--- src/rtl/mtr_pkg.sv ---
// Shared types, character constants and match helpers for the markup token replacer.
// Depends on nothing; every other file but mtr_checker imports it.
`default_nettype none

package mtr_pkg;

  localparam int unsigned BYTE_W  = 8;
  localparam int unsigned MAX_RES = 6;   // most results one input byte can cause
  localparam int unsigned HOLD_N  = 5;   // deepest partial match held back
  localparam int unsigned CNT_W   = 3;   // holds 0..MAX_RES

  localparam logic [BYTE_W-1:0] CH_NUL  = 8'h00;
  localparam logic [BYTE_W-1:0] CH_TAB  = 8'h09;
  localparam logic [BYTE_W-1:0] CH_NL   = 8'h0A;
  localparam logic [BYTE_W-1:0] CH_LT   = 8'h3C;  // '<'
  localparam logic [BYTE_W-1:0] CH_GT   = 8'h3E;  // '>'
  localparam logic [BYTE_W-1:0] CH_AMP  = 8'h26;  // '&'
  localparam logic [BYTE_W-1:0] CH_SEMI = 8'h3B;  // ';'
  localparam logic [BYTE_W-1:0] CH_LB   = 8'h62;  // 'b'
  localparam logic [BYTE_W-1:0] CH_UB   = 8'h42;  // 'B'
  localparam logic [BYTE_W-1:0] CH_LR   = 8'h72;  // 'r'
  localparam logic [BYTE_W-1:0] CH_UR   = 8'h52;  // 'R'
  localparam logic [BYTE_W-1:0] CH_LE   = 8'h65;  // 'e'
  localparam logic [BYTE_W-1:0] CH_LM   = 8'h6D;  // 'm'
  localparam logic [BYTE_W-1:0] CH_LS   = 8'h73;  // 's'
  localparam logic [BYTE_W-1:0] CH_LP   = 8'h70;  // 'p'

  // Token currently being matched
  typedef enum logic [1:0] {
    KIND_NONE = 2'd0,
    KIND_BR   = 2'd1,
    KIND_EMSP = 2'd2
  } kind_t;

  // One queued burst: the result bytes of one input byte, in order
  typedef struct packed {
    logic [MAX_RES-1:0][BYTE_W-1:0] bytes;
    logic [CNT_W-1:0]               cnt;
  } burst_t;

  // Does c continue "<br>" at position pos (case-insensitive b and r)?
  function automatic logic br_expect(input logic [CNT_W-1:0] pos,
                                     input logic [BYTE_W-1:0] c);
    logic ok;
    ok = 1'b0;
    unique case (pos)
      3'd1:    ok = (c == CH_LB) || (c == CH_UB);
      3'd2:    ok = (c == CH_LR) || (c == CH_UR);
      3'd3:    ok = (c == CH_GT);
      default: ok = 1'b0;
    endcase
    return ok;
  endfunction

  // Does c continue "&emsp;" at position pos?
  function automatic logic emsp_expect(input logic [CNT_W-1:0] pos,
                                       input logic [BYTE_W-1:0] c);
    logic ok;
    ok = 1'b0;
    unique case (pos)
      3'd1:    ok = (c == CH_LE);
      3'd2:    ok = (c == CH_LM);
      3'd3:    ok = (c == CH_LS);
      3'd4:    ok = (c == CH_LP);
      3'd5:    ok = (c == CH_SEMI);
      default: ok = 1'b0;
    endcase
    return ok;
  endfunction

endpackage

`default_nettype wire

--- src/rtl/markup_token_replacer.sv ---
// Markup token replacer: a byte's first result passes a queue entry, then the output
// register. One input byte per cycle while each byte yields at most one result and
// the output is not stalled; a byte with k results loads the output register k times,
// the burst queue (QUEUE_DEPTH entries) absorbing the difference. Bytes held in a partial
// match give no result. Synchronous active-low reset: prefix pending, no match, empty queue.
`default_nettype none

module markup_token_replacer import mtr_pkg::*; #(
  parameter int unsigned QUEUE_DEPTH = 2
) (
  input  wire logic       clk,
  input  wire logic       rst_n,
  input  wire logic       in_tvalid,
  output logic            in_tready,
  input  wire logic [7:0] in_tdata,   // [7:0] text_byte
  output logic            out_tvalid,
  input  wire logic       out_tready,
  output logic [7:0]      out_tdata,  // [7:0] out_byte
  output logic            out_tlast   // last_of_run
);

  burst_t push_data, head;
  logic   push, q_full, pop, q_nonempty;

  mtr_front u_front (
    .clk       (clk),
    .rst_n     (rst_n),
    .in_tvalid (in_tvalid),
    .in_tready (in_tready),
    .in_byte   (in_tdata),
    .q_full    (q_full),
    .push      (push),
    .push_data (push_data)
  );

  mtr_queue #(.DEPTH(QUEUE_DEPTH)) u_queue (
    .clk       (clk),
    .rst_n     (rst_n),
    .push      (push),
    .push_data (push_data),
    .full      (q_full),
    .pop       (pop),
    .head      (head),
    .nonempty  (q_nonempty)
  );

  mtr_back u_back (
    .clk        (clk),
    .rst_n      (rst_n),
    .head       (head),
    .head_valid (q_nonempty),
    .pop        (pop),
    .out_tvalid (out_tvalid),
    .out_tready (out_tready),
    .out_byte   (out_tdata),
    .out_last   (out_tlast)
  );

endmodule

`default_nettype wire

--- src/rtl/mtr_front.sv ---
// Front end: accepts text bytes, tracks message start and partial token matches,
// and turns each byte into a burst of result bytes for the queue. Uses mtr_pkg.
`default_nettype none

module mtr_front import mtr_pkg::*; (
  input  wire logic              clk,
  input  wire logic              rst_n,
  input  wire logic              in_tvalid,
  output logic                   in_tready,
  input  wire logic [BYTE_W-1:0] in_byte,
  input  wire logic              q_full,
  output logic                   push,
  output burst_t                 push_data
);

  logic                          ams_r, ams_nxt;     // prefix pending
  kind_t                         kind_r, kind_nxt;
  logic [CNT_W-1:0]              hc_r, hc_nxt;
  logic [HOLD_N-1:0][BYTE_W-1:0] held_r, held_nxt;

  logic [HOLD_N-1:0][BYTE_W-1:0] pre;
  logic [CNT_W-1:0]              npre;
  logic                          tail;
  kind_t                         fkind;
  logic [CNT_W-1:0]              fhc;
  logic                          match;
  logic                          accept;

  assign in_tready = !q_full;
  assign accept    = in_tvalid && in_tready;

  // Classify the byte: leading bytes (prefix, flushed or replacement) plus optional tail
  always_comb begin
    ams_nxt  = ams_r;
    kind_nxt = kind_r;
    hc_nxt   = hc_r;
    held_nxt = held_r;
    pre      = held_r;
    npre     = '0;
    tail     = 1'b0;
    fkind    = kind_r;
    fhc      = hc_r;
    match    = 1'b0;
    if (in_byte == CH_NUL) begin
      // terminator: emit prefix of an empty message or flush what is held
      if (ams_r) begin
        pre[0] = CH_NL;
        pre[1] = CH_TAB;
        npre   = 3'd2;
      end else begin
        npre = hc_r;
      end
      hc_nxt   = '0;
      kind_nxt = KIND_NONE;
      ams_nxt  = 1'b1;
    end else begin
      if (ams_r) begin
        pre[0]  = CH_NL;
        pre[1]  = CH_TAB;
        npre    = 3'd2;
        fkind   = KIND_NONE;
        fhc     = '0;
        ams_nxt = 1'b0;
      end
      unique case (fkind)
        KIND_BR:   match = br_expect(fhc, in_byte);
        KIND_EMSP: match = emsp_expect(fhc, in_byte);
        default:   match = 1'b0;
      endcase
      if (match) begin
        if (fkind == KIND_BR && fhc == 3'd3) begin
          pre[0]   = CH_NL;
          pre[1]   = CH_TAB;
          npre     = 3'd2;
          hc_nxt   = '0;
          kind_nxt = KIND_NONE;
        end else if (fkind == KIND_EMSP && fhc == 3'd5) begin
          pre[0]   = CH_TAB;
          npre     = 3'd1;
          hc_nxt   = '0;
          kind_nxt = KIND_NONE;
        end else begin
          held_nxt[fhc] = in_byte;
          hc_nxt        = fhc + 3'd1;
        end
      end else begin
        // failed match: flush held bytes, then look at this byte afresh
        if (fkind == KIND_BR || fkind == KIND_EMSP) begin
          npre = fhc;
        end
        if (in_byte == CH_LT) begin
          kind_nxt    = KIND_BR;
          held_nxt[0] = in_byte;
          hc_nxt      = 3'd1;
        end else if (in_byte == CH_AMP) begin
          kind_nxt    = KIND_EMSP;
          held_nxt[0] = in_byte;
          hc_nxt      = 3'd1;
        end else begin
          kind_nxt = KIND_NONE;
          hc_nxt   = '0;
          tail     = 1'b1;
        end
      end
    end
  end

  // Pack the burst: leading bytes first, the input byte fills the rest
  always_comb begin
    for (int i = 0; i < HOLD_N; i++) begin
      push_data.bytes[i] = (CNT_W'(i) < npre) ? pre[i] : in_byte;
    end
    push_data.bytes[MAX_RES-1] = in_byte;
    push_data.cnt = npre + CNT_W'(tail);
  end

  assign push = accept && (push_data.cnt != '0);

  // Advance match state on each accepted byte
  always_ff @(posedge clk) begin
    if (!rst_n) begin
      ams_r  <= 1'b1;
      kind_r <= KIND_NONE;
      hc_r   <= '0;
    end else if (accept) begin
      ams_r  <= ams_nxt;
      kind_r <= kind_nxt;
      hc_r   <= hc_nxt;
    end
  end

  // Held bytes are only read below the held count
  always_ff @(posedge clk) begin
    if (accept) begin
      held_r <= held_nxt;
    end
  end

endmodule

`default_nettype wire

--- src/rtl/mtr_queue.sv ---
// Short burst queue between the front and back ends of the token replacer.
// Register-based FIFO of burst_t entries; uses mtr_pkg.
`default_nettype none

module mtr_queue import mtr_pkg::*; #(
  parameter int unsigned DEPTH = 2
) (
  input  wire logic   clk,
  input  wire logic   rst_n,
  input  wire logic   push,
  input  wire burst_t push_data,
  output logic        full,
  input  wire logic   pop,
  output burst_t      head,
  output logic        nonempty
);

  localparam int unsigned AW = (DEPTH > 1) ? $clog2(DEPTH) : 1;
  localparam int unsigned CW = $clog2(DEPTH + 1);
  localparam logic [AW-1:0] LAST_PTR = AW'(DEPTH - 1);

  burst_t           mem_r [DEPTH];
  logic [AW-1:0]    wptr_r, rptr_r;
  logic [CW-1:0]    cnt_r, cnt_nxt;
  logic             do_push, do_pop;

  assign full     = (cnt_r == CW'(DEPTH));
  assign nonempty = (cnt_r != '0);
  assign do_push  = push && !full;
  assign do_pop   = pop && nonempty;
  assign head     = mem_r[rptr_r];

  // Track fill level
  always_comb begin
    cnt_nxt = cnt_r;
    if (do_push && !do_pop) begin
      cnt_nxt = cnt_r + CW'(1);
    end else if (do_pop && !do_push) begin
      cnt_nxt = cnt_r - CW'(1);
    end
  end

  // Advance pointers with wrap at depth
  always_ff @(posedge clk) begin
    if (!rst_n) begin
      wptr_r <= '0;
      rptr_r <= '0;
      cnt_r  <= '0;
    end else begin
      cnt_r <= cnt_nxt;
      if (do_push) begin
        wptr_r <= (wptr_r == LAST_PTR) ? '0 : wptr_r + AW'(1);
      end
      if (do_pop) begin
        rptr_r <= (rptr_r == LAST_PTR) ? '0 : rptr_r + AW'(1);
      end
    end
  end

  // Store entry
  always_ff @(posedge clk) begin
    if (do_push) begin
      mem_r[wptr_r] <= push_data;
    end
  end

endmodule

`default_nettype wire

--- src/rtl/mtr_back.sv ---
// Back end: walks each queued burst into the output register, one result byte per cycle
// while the output is not stalled. Uses mtr_pkg.
`default_nettype none

module mtr_back import mtr_pkg::*; (
  input  wire logic              clk,
  input  wire logic              rst_n,
  input  wire burst_t            head,
  input  wire logic              head_valid,
  output logic                   pop,
  output logic                   out_tvalid,
  input  wire logic              out_tready,
  output logic [BYTE_W-1:0]      out_byte,
  output logic                   out_last
);

  logic [CNT_W-1:0]  idx_r, idx_nxt;
  logic              vld_r, vld_nxt;
  logic [BYTE_W-1:0] byte_r;
  logic              last_r;
  logic              load, at_end;

  assign load   = head_valid && (!vld_r || out_tready);
  assign at_end = (idx_r == head.cnt - CNT_W'(1));
  assign pop    = load && at_end;

  // Step through the burst; wrap to its start when the last byte loads
  always_comb begin
    idx_nxt = idx_r;
    vld_nxt = vld_r;
    if (load) begin
      vld_nxt = 1'b1;
      idx_nxt = at_end ? '0 : idx_r + CNT_W'(1);
    end else if (out_tready) begin
      vld_nxt = 1'b0;
    end
  end

  always_ff @(posedge clk) begin
    if (!rst_n) begin
      idx_r <= '0;
      vld_r <= 1'b0;
    end else begin
      idx_r <= idx_nxt;
      vld_r <= vld_nxt;
    end
  end

  // Output payload register
  always_ff @(posedge clk) begin
    if (load) begin
      byte_r <= head.bytes[idx_r];
      last_r <= at_end;
    end
  end

  assign out_tvalid = vld_r;
  assign out_byte   = byte_r;
  assign out_last   = last_r;

endmodule

`default_nettype wire

--- config.mk ---
export PLATFORM = sky130hd
export DESIGN_NAME = markup_token_replacer
export DESIGN_NICKNAME = d
export VERILOG_FILES = /design/src/rtl/mtr_pkg.sv /design/src/rtl/markup_token_replacer.sv /design/src/rtl/mtr_front.sv /design/src/rtl/mtr_queue.sv /design/src/rtl/mtr_back.sv
export SDC_FILE = /design/constraint.sdc
export NUM_CORES = 1
export LEC_CHECK = 0
export BUFFER_PORTS_ARGS = -buffer_cell sky130_fd_sc_hd__buf_2
export CAP_MARGIN = 30
export CORE_MARGIN = 3
export CORE_UTILIZATION = 56
export CTS_CLUSTER_DIAMETER = 80
export CTS_CLUSTER_SIZE = 25
export DETAILED_ROUTE_END_ITERATION = 10
export MAX_ROUTING_LAYER = met4
export PLACE_DENSITY = 0.76
export SETUP_SLACK_MARGIN = 0.02
export SYNTH_ARGS = -nofsm -noshare
export SYNTH_HDL_FRONTEND = slang
export SYNTH_SLANG_ARGS = --single-unit
--- constraint.sdc ---
create_clock -name clk -period 5.9 [get_ports clk]
set_input_delay 0.295 -clock clk [delete_from_list [all_inputs] [get_ports clk]]
set_output_delay 0.295 -clock clk [all_outputs]
set_load 0.01 [all_outputs]
==> summary.md, run 1 <==
| Metric | Value |
|---|---|
| Storage cell area | 0.00484 mm2 |
| I/O pin total | 23 |
| Number of post-CTS setup repair buffers | 0 |
| Syn nets | 497 |
| Crit Path Max Fanout | 32 |
| Cell Pwr Density | 399 mW/mm2 |
| Via count | 4198 |
| Pin count of the biggest net entering global routing | 52 |
| Status | finished, final reports clean |
| Via/cell ratio | 6.16 |
| Port buffer count | 22 |
| HPWL Detailed | 9680 um |
| DRT Pass-1 Iters | 5 |
| Cell count after synthesis | 477 |
| Number of library cell types mapped by synthesis | 63 |
| Detailed-route wire length per cell | 21.7 um |
| XOR/XNOR Fraction of Synth Area | 1.30% |
| Initial DRC Count | 493 |
| Adder-Cell Fraction of Synth Area | 1.35% |
| CTS sink count | 166 |
| Worst Clk Skew | 0.00522 ns |
| Top FF cell, synth | edfxtp_1 |
| Most area-consuming cells after synthesis | edfxtp_1, mux4_2, dfxtp_1 |
| Setup TNS | 0 ns |
| Number of flops mapped to enable cells by yosys | 151 |
| R2R setup slack | 0.59 ns |
| Max Root-Sink Buffers | 2 |
| Htree depth | 4 |
| Synth Area in Compound Gates | 5.52% |
| Hold Path Class | in -> reg |
| VDD IR max | 0.000204 V |
| Root buf cell | clkbuf_16 |
| Area leader, netlist | edfxtp_1 |
| Min setup slack post-route | 0.586 ns |
| Crit-path max cell delay | 0.65 ns |
| Largest family of logic cells by synthesized area | multiplexers |
| GP Congestion | 0.889 |
| Fill cell count | 877 |
| Synth top area share | 61.1% |
| Simple-gate share of the synthesized area | 9.41% |
| Critical path class | reg -> reg |
| Wirelength, routed | 14800 um |
| Num CTS Buffers | 17 |
| Layout cell share with drive strength beyond 1 | 23.4% |
| Core area | 0.0128 mm2 |
| Die area | 0.0147 mm2 |
| Clk_lat worst skew | 0.43 ns |
| Leak pwr | 2.82 nW |
| Avg Cell Area, Syn | 15.6 um2 |
| Initial antenna violation count | 0 |
| Place WS | 0.655 ns |
| Max transition margin | 35.7% |
| Kind of end point of the critical path | flop |
| CP required | 6.02 ns |
| Vias in the first global route | 4247 |
| # rows | 41 |
| Fin crit share | 90.1% |
| Post-synthesis cell area | 0.00742 mm2 |
| Gr usage total | 22.4% |
| Placed cell count | 651 |
| Clock transition at path regs | 0.06 ns |
| Max Slew Vio Count | 0 |
| Ant diodes | 0 |
| Initial core utilization | 58.1% |
| Detail Route Antenna Nets | 0 |
| #FFs+latches synth | 166 |
| Area of the multi-input gates | 0.00239 mm2 |
| Fin crit period | 5.31 ns |
| Die X | 121 um |
| Synth warnings | 0 |
| Arr. time, crit path | 5.44 ns |
| Crit start category | flop |
| Worst Tran Pin Value | 0.965 ns |
| Crit-path most repeated cell | ha_1 |
| Ys async rst share | 0% |
| Total grt overflow | 0 |
| Highest clock rate | 0.188 GHz |
| Final Hold Fails | 0 |
| Unrepaired setup endpoints after global routing | no |
| CTS tree | yes |
| Fin cells | 681 |
| Critical path's slowest cell | dfxtp_1 |
| Area growth syn-to-layout | 11.7% |
| Max_cap viols | 0 |
| Total Power | 3.31 mW |
| Commonest cells after routing, fill and taps aside | edfxtp_1, mux4_2, buf_2 |
| Final setup fails | 0 |
| Die extent in y | 121 um |
| Total Nets Final | 518 |
| First-pass GRT wire length | 23200 um |
| Crit-path cells | nor2b_1 -> and2_1 -> ha_1 -> o31ai_1 -> a31oi_1 -> o221a_1 -> a31oi_1 -> and3b_4 -> a221oi_4 -> inv_1 -> ha_1 -> ha_1 -> xnor2_1 -> o31a_1 -> and2_2 -> buf_12 |
| Most common cell after layout, fill and taps aside | edfxtp_1 |
| Sequential area share after synthesis | 65.2% |
| # hold bufs at CTS | 0 |
| Remaining DRCs | 0 |
| Mux cell area share after synthesis | 14.5% |
| Post-cts resize count | 0 |
-- flip-flops by register name, indices dropped and copies added (netlist names), named ones only --
register           cells
u_queue.wptr_r         1
u_front.held_r        40
u_front.hc_r           3
u_back.idx_r           3
u_front.kind_r         2
u_back.out_byte        8
u_back.out_tvalid      1
u_queue.rptr_r         1
u_queue.cnt_r          2
u_queue.mem_r        102
u_back.out_last        1
u_front.ams_r          1
-- kinds of logic (layout without fill, tap and decap cells) --
group,count (synthesis),count (layout)
DFF,166,166
buffers and inverters,51,83
and+or+nand+nor,117,117
adders and majority gates,8,8
muxes,68,68
AOI/OAI and AO/OA,56,56
xor gates and xnor gates,11,11
-- synth_stat cells (3+ instances only) --
cell,instances
edfxtp_1,151
mux4_2,24
inv_1,23
clkbuf_1,20
nand2_1,20
nor2_1,20
mux2i_1,19
mux2_4,17
dfxtp_1,15
and2_1,13
o21ai_0,11
a21oi_1,9
nor2b_1,9
o22ai_1,9
ha_1,8
mux2_2,8
nand3_1,8
xor2_1,7
a31oi_1,5
nand2b_1,5
nor3_1,5
nor4_1,5
and4_1,4
buf_2,4
nand4_1,4
nor3b_1,4
xnor2_1,4
and3_1,3
-- final timing paths --
path	from	to	cells after the start
max	u_front.hc_r[0]$_SDFFE_PN0P_	u_queue.mem_r[1][40]$_DFFE_PP_	16
min	rst_n	u_front.ams_r$_SDFFE_PN1P_	2
max reg2reg	u_front.hc_r[0]$_SDFFE_PN0P_	u_queue.mem_r[1][40]$_DFFE_PP_	16
min reg2reg	u_front.kind_r[0]$_SDFFE_PN0P_	u_front.kind_r[0]$_SDFFE_PN0P_	2
-- metrics by stage --
step	utilization, %	area [um2]	hold slack [ns]
2_1_floorplan	-	7420	0.384
6_report	64.9	8290	0.118
4_1_cts	64.9	8290	0.104
3_5_place_dp	60.4	7720	0.494
5_1_grt	64.9	8290	0.137
3_3_place_gp	60.2	7690	0.470
-- worst max-delay path, delay by kind of cell, from the launching register on --
kind	cells	cell delay, ns
compound gates	6	1.40
xor+xnor	1	0.24
fa+ha+maj	3	0.78
buf+inv	2	0.38
flops	1	0.65
simple gates	4	1.50
-- layout make-up --
cell class / instances / area share [%]
clock buffer: 19 / 5.23
inverter: 24 / 1.09
timing repair buffer: 29 / 2.20
clock inverter: 11 / 1.63
multi-input combinational: 260 / 28.9
sequential: 166 / 58.4
tap: 172 / 2.60
-- power by group --
group          switching (mW)  internal (mW)
clock                   0.415          0.654
combinational           0.359          0.294
sequential             0.0822           1.51
-- metal layers --
metal	vias up	track usage, %	routed length [um]
met5	-	-	0
met4	0	10.6	422
met3	37	4.57	1050
met2	168	35.3	7440
met1	2100	28.2	5870
li1	1893	-	-
Note: power is estimated with default switching activity, not from simulation.
==> run 2: changes to the inputs <==
ABC_AREA = 1   (was not set)
==> summary.md, run 2 <==
| Metric | Value |
|---|---|
| Clk_lat worst skew | 0.43 ns |
| Fin crit period | 4.79 ns |
| Gr usage total | 25.9% |
| Post-cts resize count | 0 |
| Crit Path Max Fanout | 28 |
| Max FFs per register | 102 |
| Cell count after synthesis | 699 |
| Number of library cell types mapped by synthesis | 43 |
| Max Slew Vio Count | 0 |
| Initial antenna violation count | 0 |
| Commonest cells after routing, fill and taps aside | edfxtp_1, nand2_1, nor2_1 |
| Most instantiated library cell after synthesis | edfxtp_1 |
| Synth top area share | 59.6% |
| #FFs+latches synth | 166 |
| Post-synthesis cell area | 0.00761 mm2 |
| Total Power | 3.45 mW |
| Leak pwr | 3.23 nW |
| CP required | 5.98 ns |
| Final Instance Area | 0.00841 mm2 |
| Via/cell ratio | 5.95 |
| Kind of end point of the critical path | flop |
| Remaining DRCs | 0 |
| Die X | 123 um |
| Fin cells | 899 |
| First-pass GRT wire length | 28000 um |
| Arr. time, crit path | 4.87 ns |
| Place WS | 1.16 ns |
| Most common cell after layout, fill and taps aside | edfxtp_1 |
| Number of flops mapped to enable cells by yosys | 151 |
| CTS sink count | 166 |
| Final setup fails | 0 |
| Detail Route Antenna Nets | 0 |
| Critical path class | reg -> reg |
| Wirelength, routed | 17600 um |
| Core area | 0.0129 mm2 |
| DRT Pass-1 Iters | 5 |
| Highest clock rate | 0.209 GHz |
| Status | finished, final reports clean |
| Final Hold Fails | 0 |
| Area leader, netlist | edfxtp_1 |
| Largest reg by FF count | u_queue.mem_r |
| Max_cap viols | 0 |
| Top FF cell, synth | edfxtp_1 |
| CTS tree | yes |
| VDD IR max | 0.000219 V |
| Syn nets | 719 |
| Hold WS | 0.163 ns |
| Sequential area share after synthesis | 63.6% |
| Max Root-Sink Buffers | 2 |
| Die area | 0.0150 mm2 |
| Initial DRC Count | 678 |
| Setup TNS | 0 ns |
| Layout cell share with drive strength beyond 1 | 12.0% |
| Detailed-route wire length per cell | 19.5 um |
| # rows | 41 |
| Fin crit share | 81.1% |
| Unrepaired setup endpoints after global routing | no |
| Total Nets Final | 734 |
| Placed cell count | 867 |
| Root buf cell | clkbuf_16 |
| # hold bufs at CTS | 0 |
| Worst Clk Skew | 0.00925 ns |
| Area growth syn-to-layout | 10.6% |
| Htree depth | 4 |
| Synth warnings | 0 |
| I/O pin total | 23 |
| Crit start category | flop |
| Port buffer count | 22 |
| Ys async rst share | 0% |
| Placed standard-cell area | 0.00784 mm2 |
| Clock transition at path regs | 0.06 ns |
| HPWL Detailed | 11300 um |
| Max transition margin | 53.5% |
| Initial core utilization | 58.8% |
| Commonest cells in the netlist | edfxtp_1, nand2_1, nor2_1 |
| Pin count of the biggest net entering global routing | 53 |
| Total grt overflow | 0 |
| Hold Path Class | in -> reg |
| Ant diodes | 0 |
| Most area-consuming cells after synthesis | edfxtp_1, nand2_1, dfxtp_1 |
| Number of post-CTS setup repair buffers | 0 |
| GP Congestion | 0.952 |
| Min setup slack post-route | 1.11 ns |
| Die extent in y | 123 um |
| Final Core Density | 65.1% |
| Num CTS Buffers | 17 |
| Avg Cell Area, Syn | 10.9 um2 |
| Worst Tran Pin Value | 0.695 ns |
| Vias in the first global route | 5217 |
| Via count | 5353 |
| Cell Pwr Density | 410 mW/mm2 |
-- run 2: cell count changes after synthesis, sizes merged, moves of 24 or more --
cell   before  now
nand3       9   55
mux4       24    0
mux2       25    0
nand2      20  155
o21ai      13   45
inv        23   57
nor2       20   75
-- run 2: logic make-up (layout without fill, tap and decap cells) --
logic type / after synthesis / count (layout) / synth area share (%)
muxes: 17 / 17 / 2.24
xor gates and xnor gates: 8 / 8 / 0.921
adders and majority gates: 8 / 8 / 1.32
buffers and inverters: 92 / 120 / 5.00
DFF: 166 / 166 / 63.6
AOI/OAI and AO/OA: 94 / 94 / 8.11
and+or+nand+nor: 314 / 314 / 18.9
-- run 2: where the power goes --
part	total, mW	internal, mW	switching (mW)
combinational	0.784	0.251	0.533
clock	1.09	0.663	0.429
sequential	1.58	1.52	0.0589
total	3.45	2.43	1.02
-- run 2: layout make-up --
| type | count | area (um2) |
|---|---|---|
| multi-input combinational | 441 | 2400 |
| fill | 994 | 4510 |
| inverter | 59 | 225 |
| clock inverter | 9 | 126 |
| timing repair buffer | 29 | 163 |
| sequential | 166 | 4840 |
| clock buffer | 23 | 448 |
| tap | 172 | 215 |
-- run 2: path summary, 6_finish.rpt --
check | start | endpoint | slack [ns] | depth (start not counted)
max | u_front.ams_r$_SDFFE_PN1P_ | u_queue.mem_r[1][28]$_DFFE_PP_ | 1.11 | 24
min | rst_n | u_queue.wptr_r$_SDFFE_PN0P_ | 0.16 | 3
max reg2reg | u_front.ams_r$_SDFFE_PN1P_ | u_queue.mem_r[1][28]$_DFFE_PP_ | 1.11 | 24
min reg2reg | u_queue.cnt_r[1]$_SDFFE_PN0P_ | u_queue.cnt_r[1]$_SDFFE_PN0P_ | 0.51 | 2
-- run 2: worst max-delay path, cell delays in order (launching register included) --
cell and delay, ns:
dfxtp_1 0.72, inv_4 0.18, nand2_1 0.15, nor2_2 0.05, ha_1 0.23, inv_1 0.16
nand4_1 0.15, nor2_1 0.20, nor3b_2 0.08, nand3_2 0.12, nand2_1 0.08, nand2_2 0.10
clkinv_2 0.09, nand2_2 0.08, nand3_2 0.09, nand2_4 0.18, inv_1 0.07, ha_1 0.21
ha_1 0.20, inv_1 0.07, nand3_1 0.09, nand3_1 0.14, nand3_1 0.11, inv_2 0.43
buf_4 0.45
-- run 2: per-layer routing --
layer | global-route usage (%) | vias up | part of all wire, %
met2 | 40.4 | 211 | 48
li1 | - | 2501 | -
met4 | 9.87 | 0 | 2.5
met3 | 5.35 | 34 | 6.0
met5 | - | - | 0
met1 | 33.9 | 2607 | 43
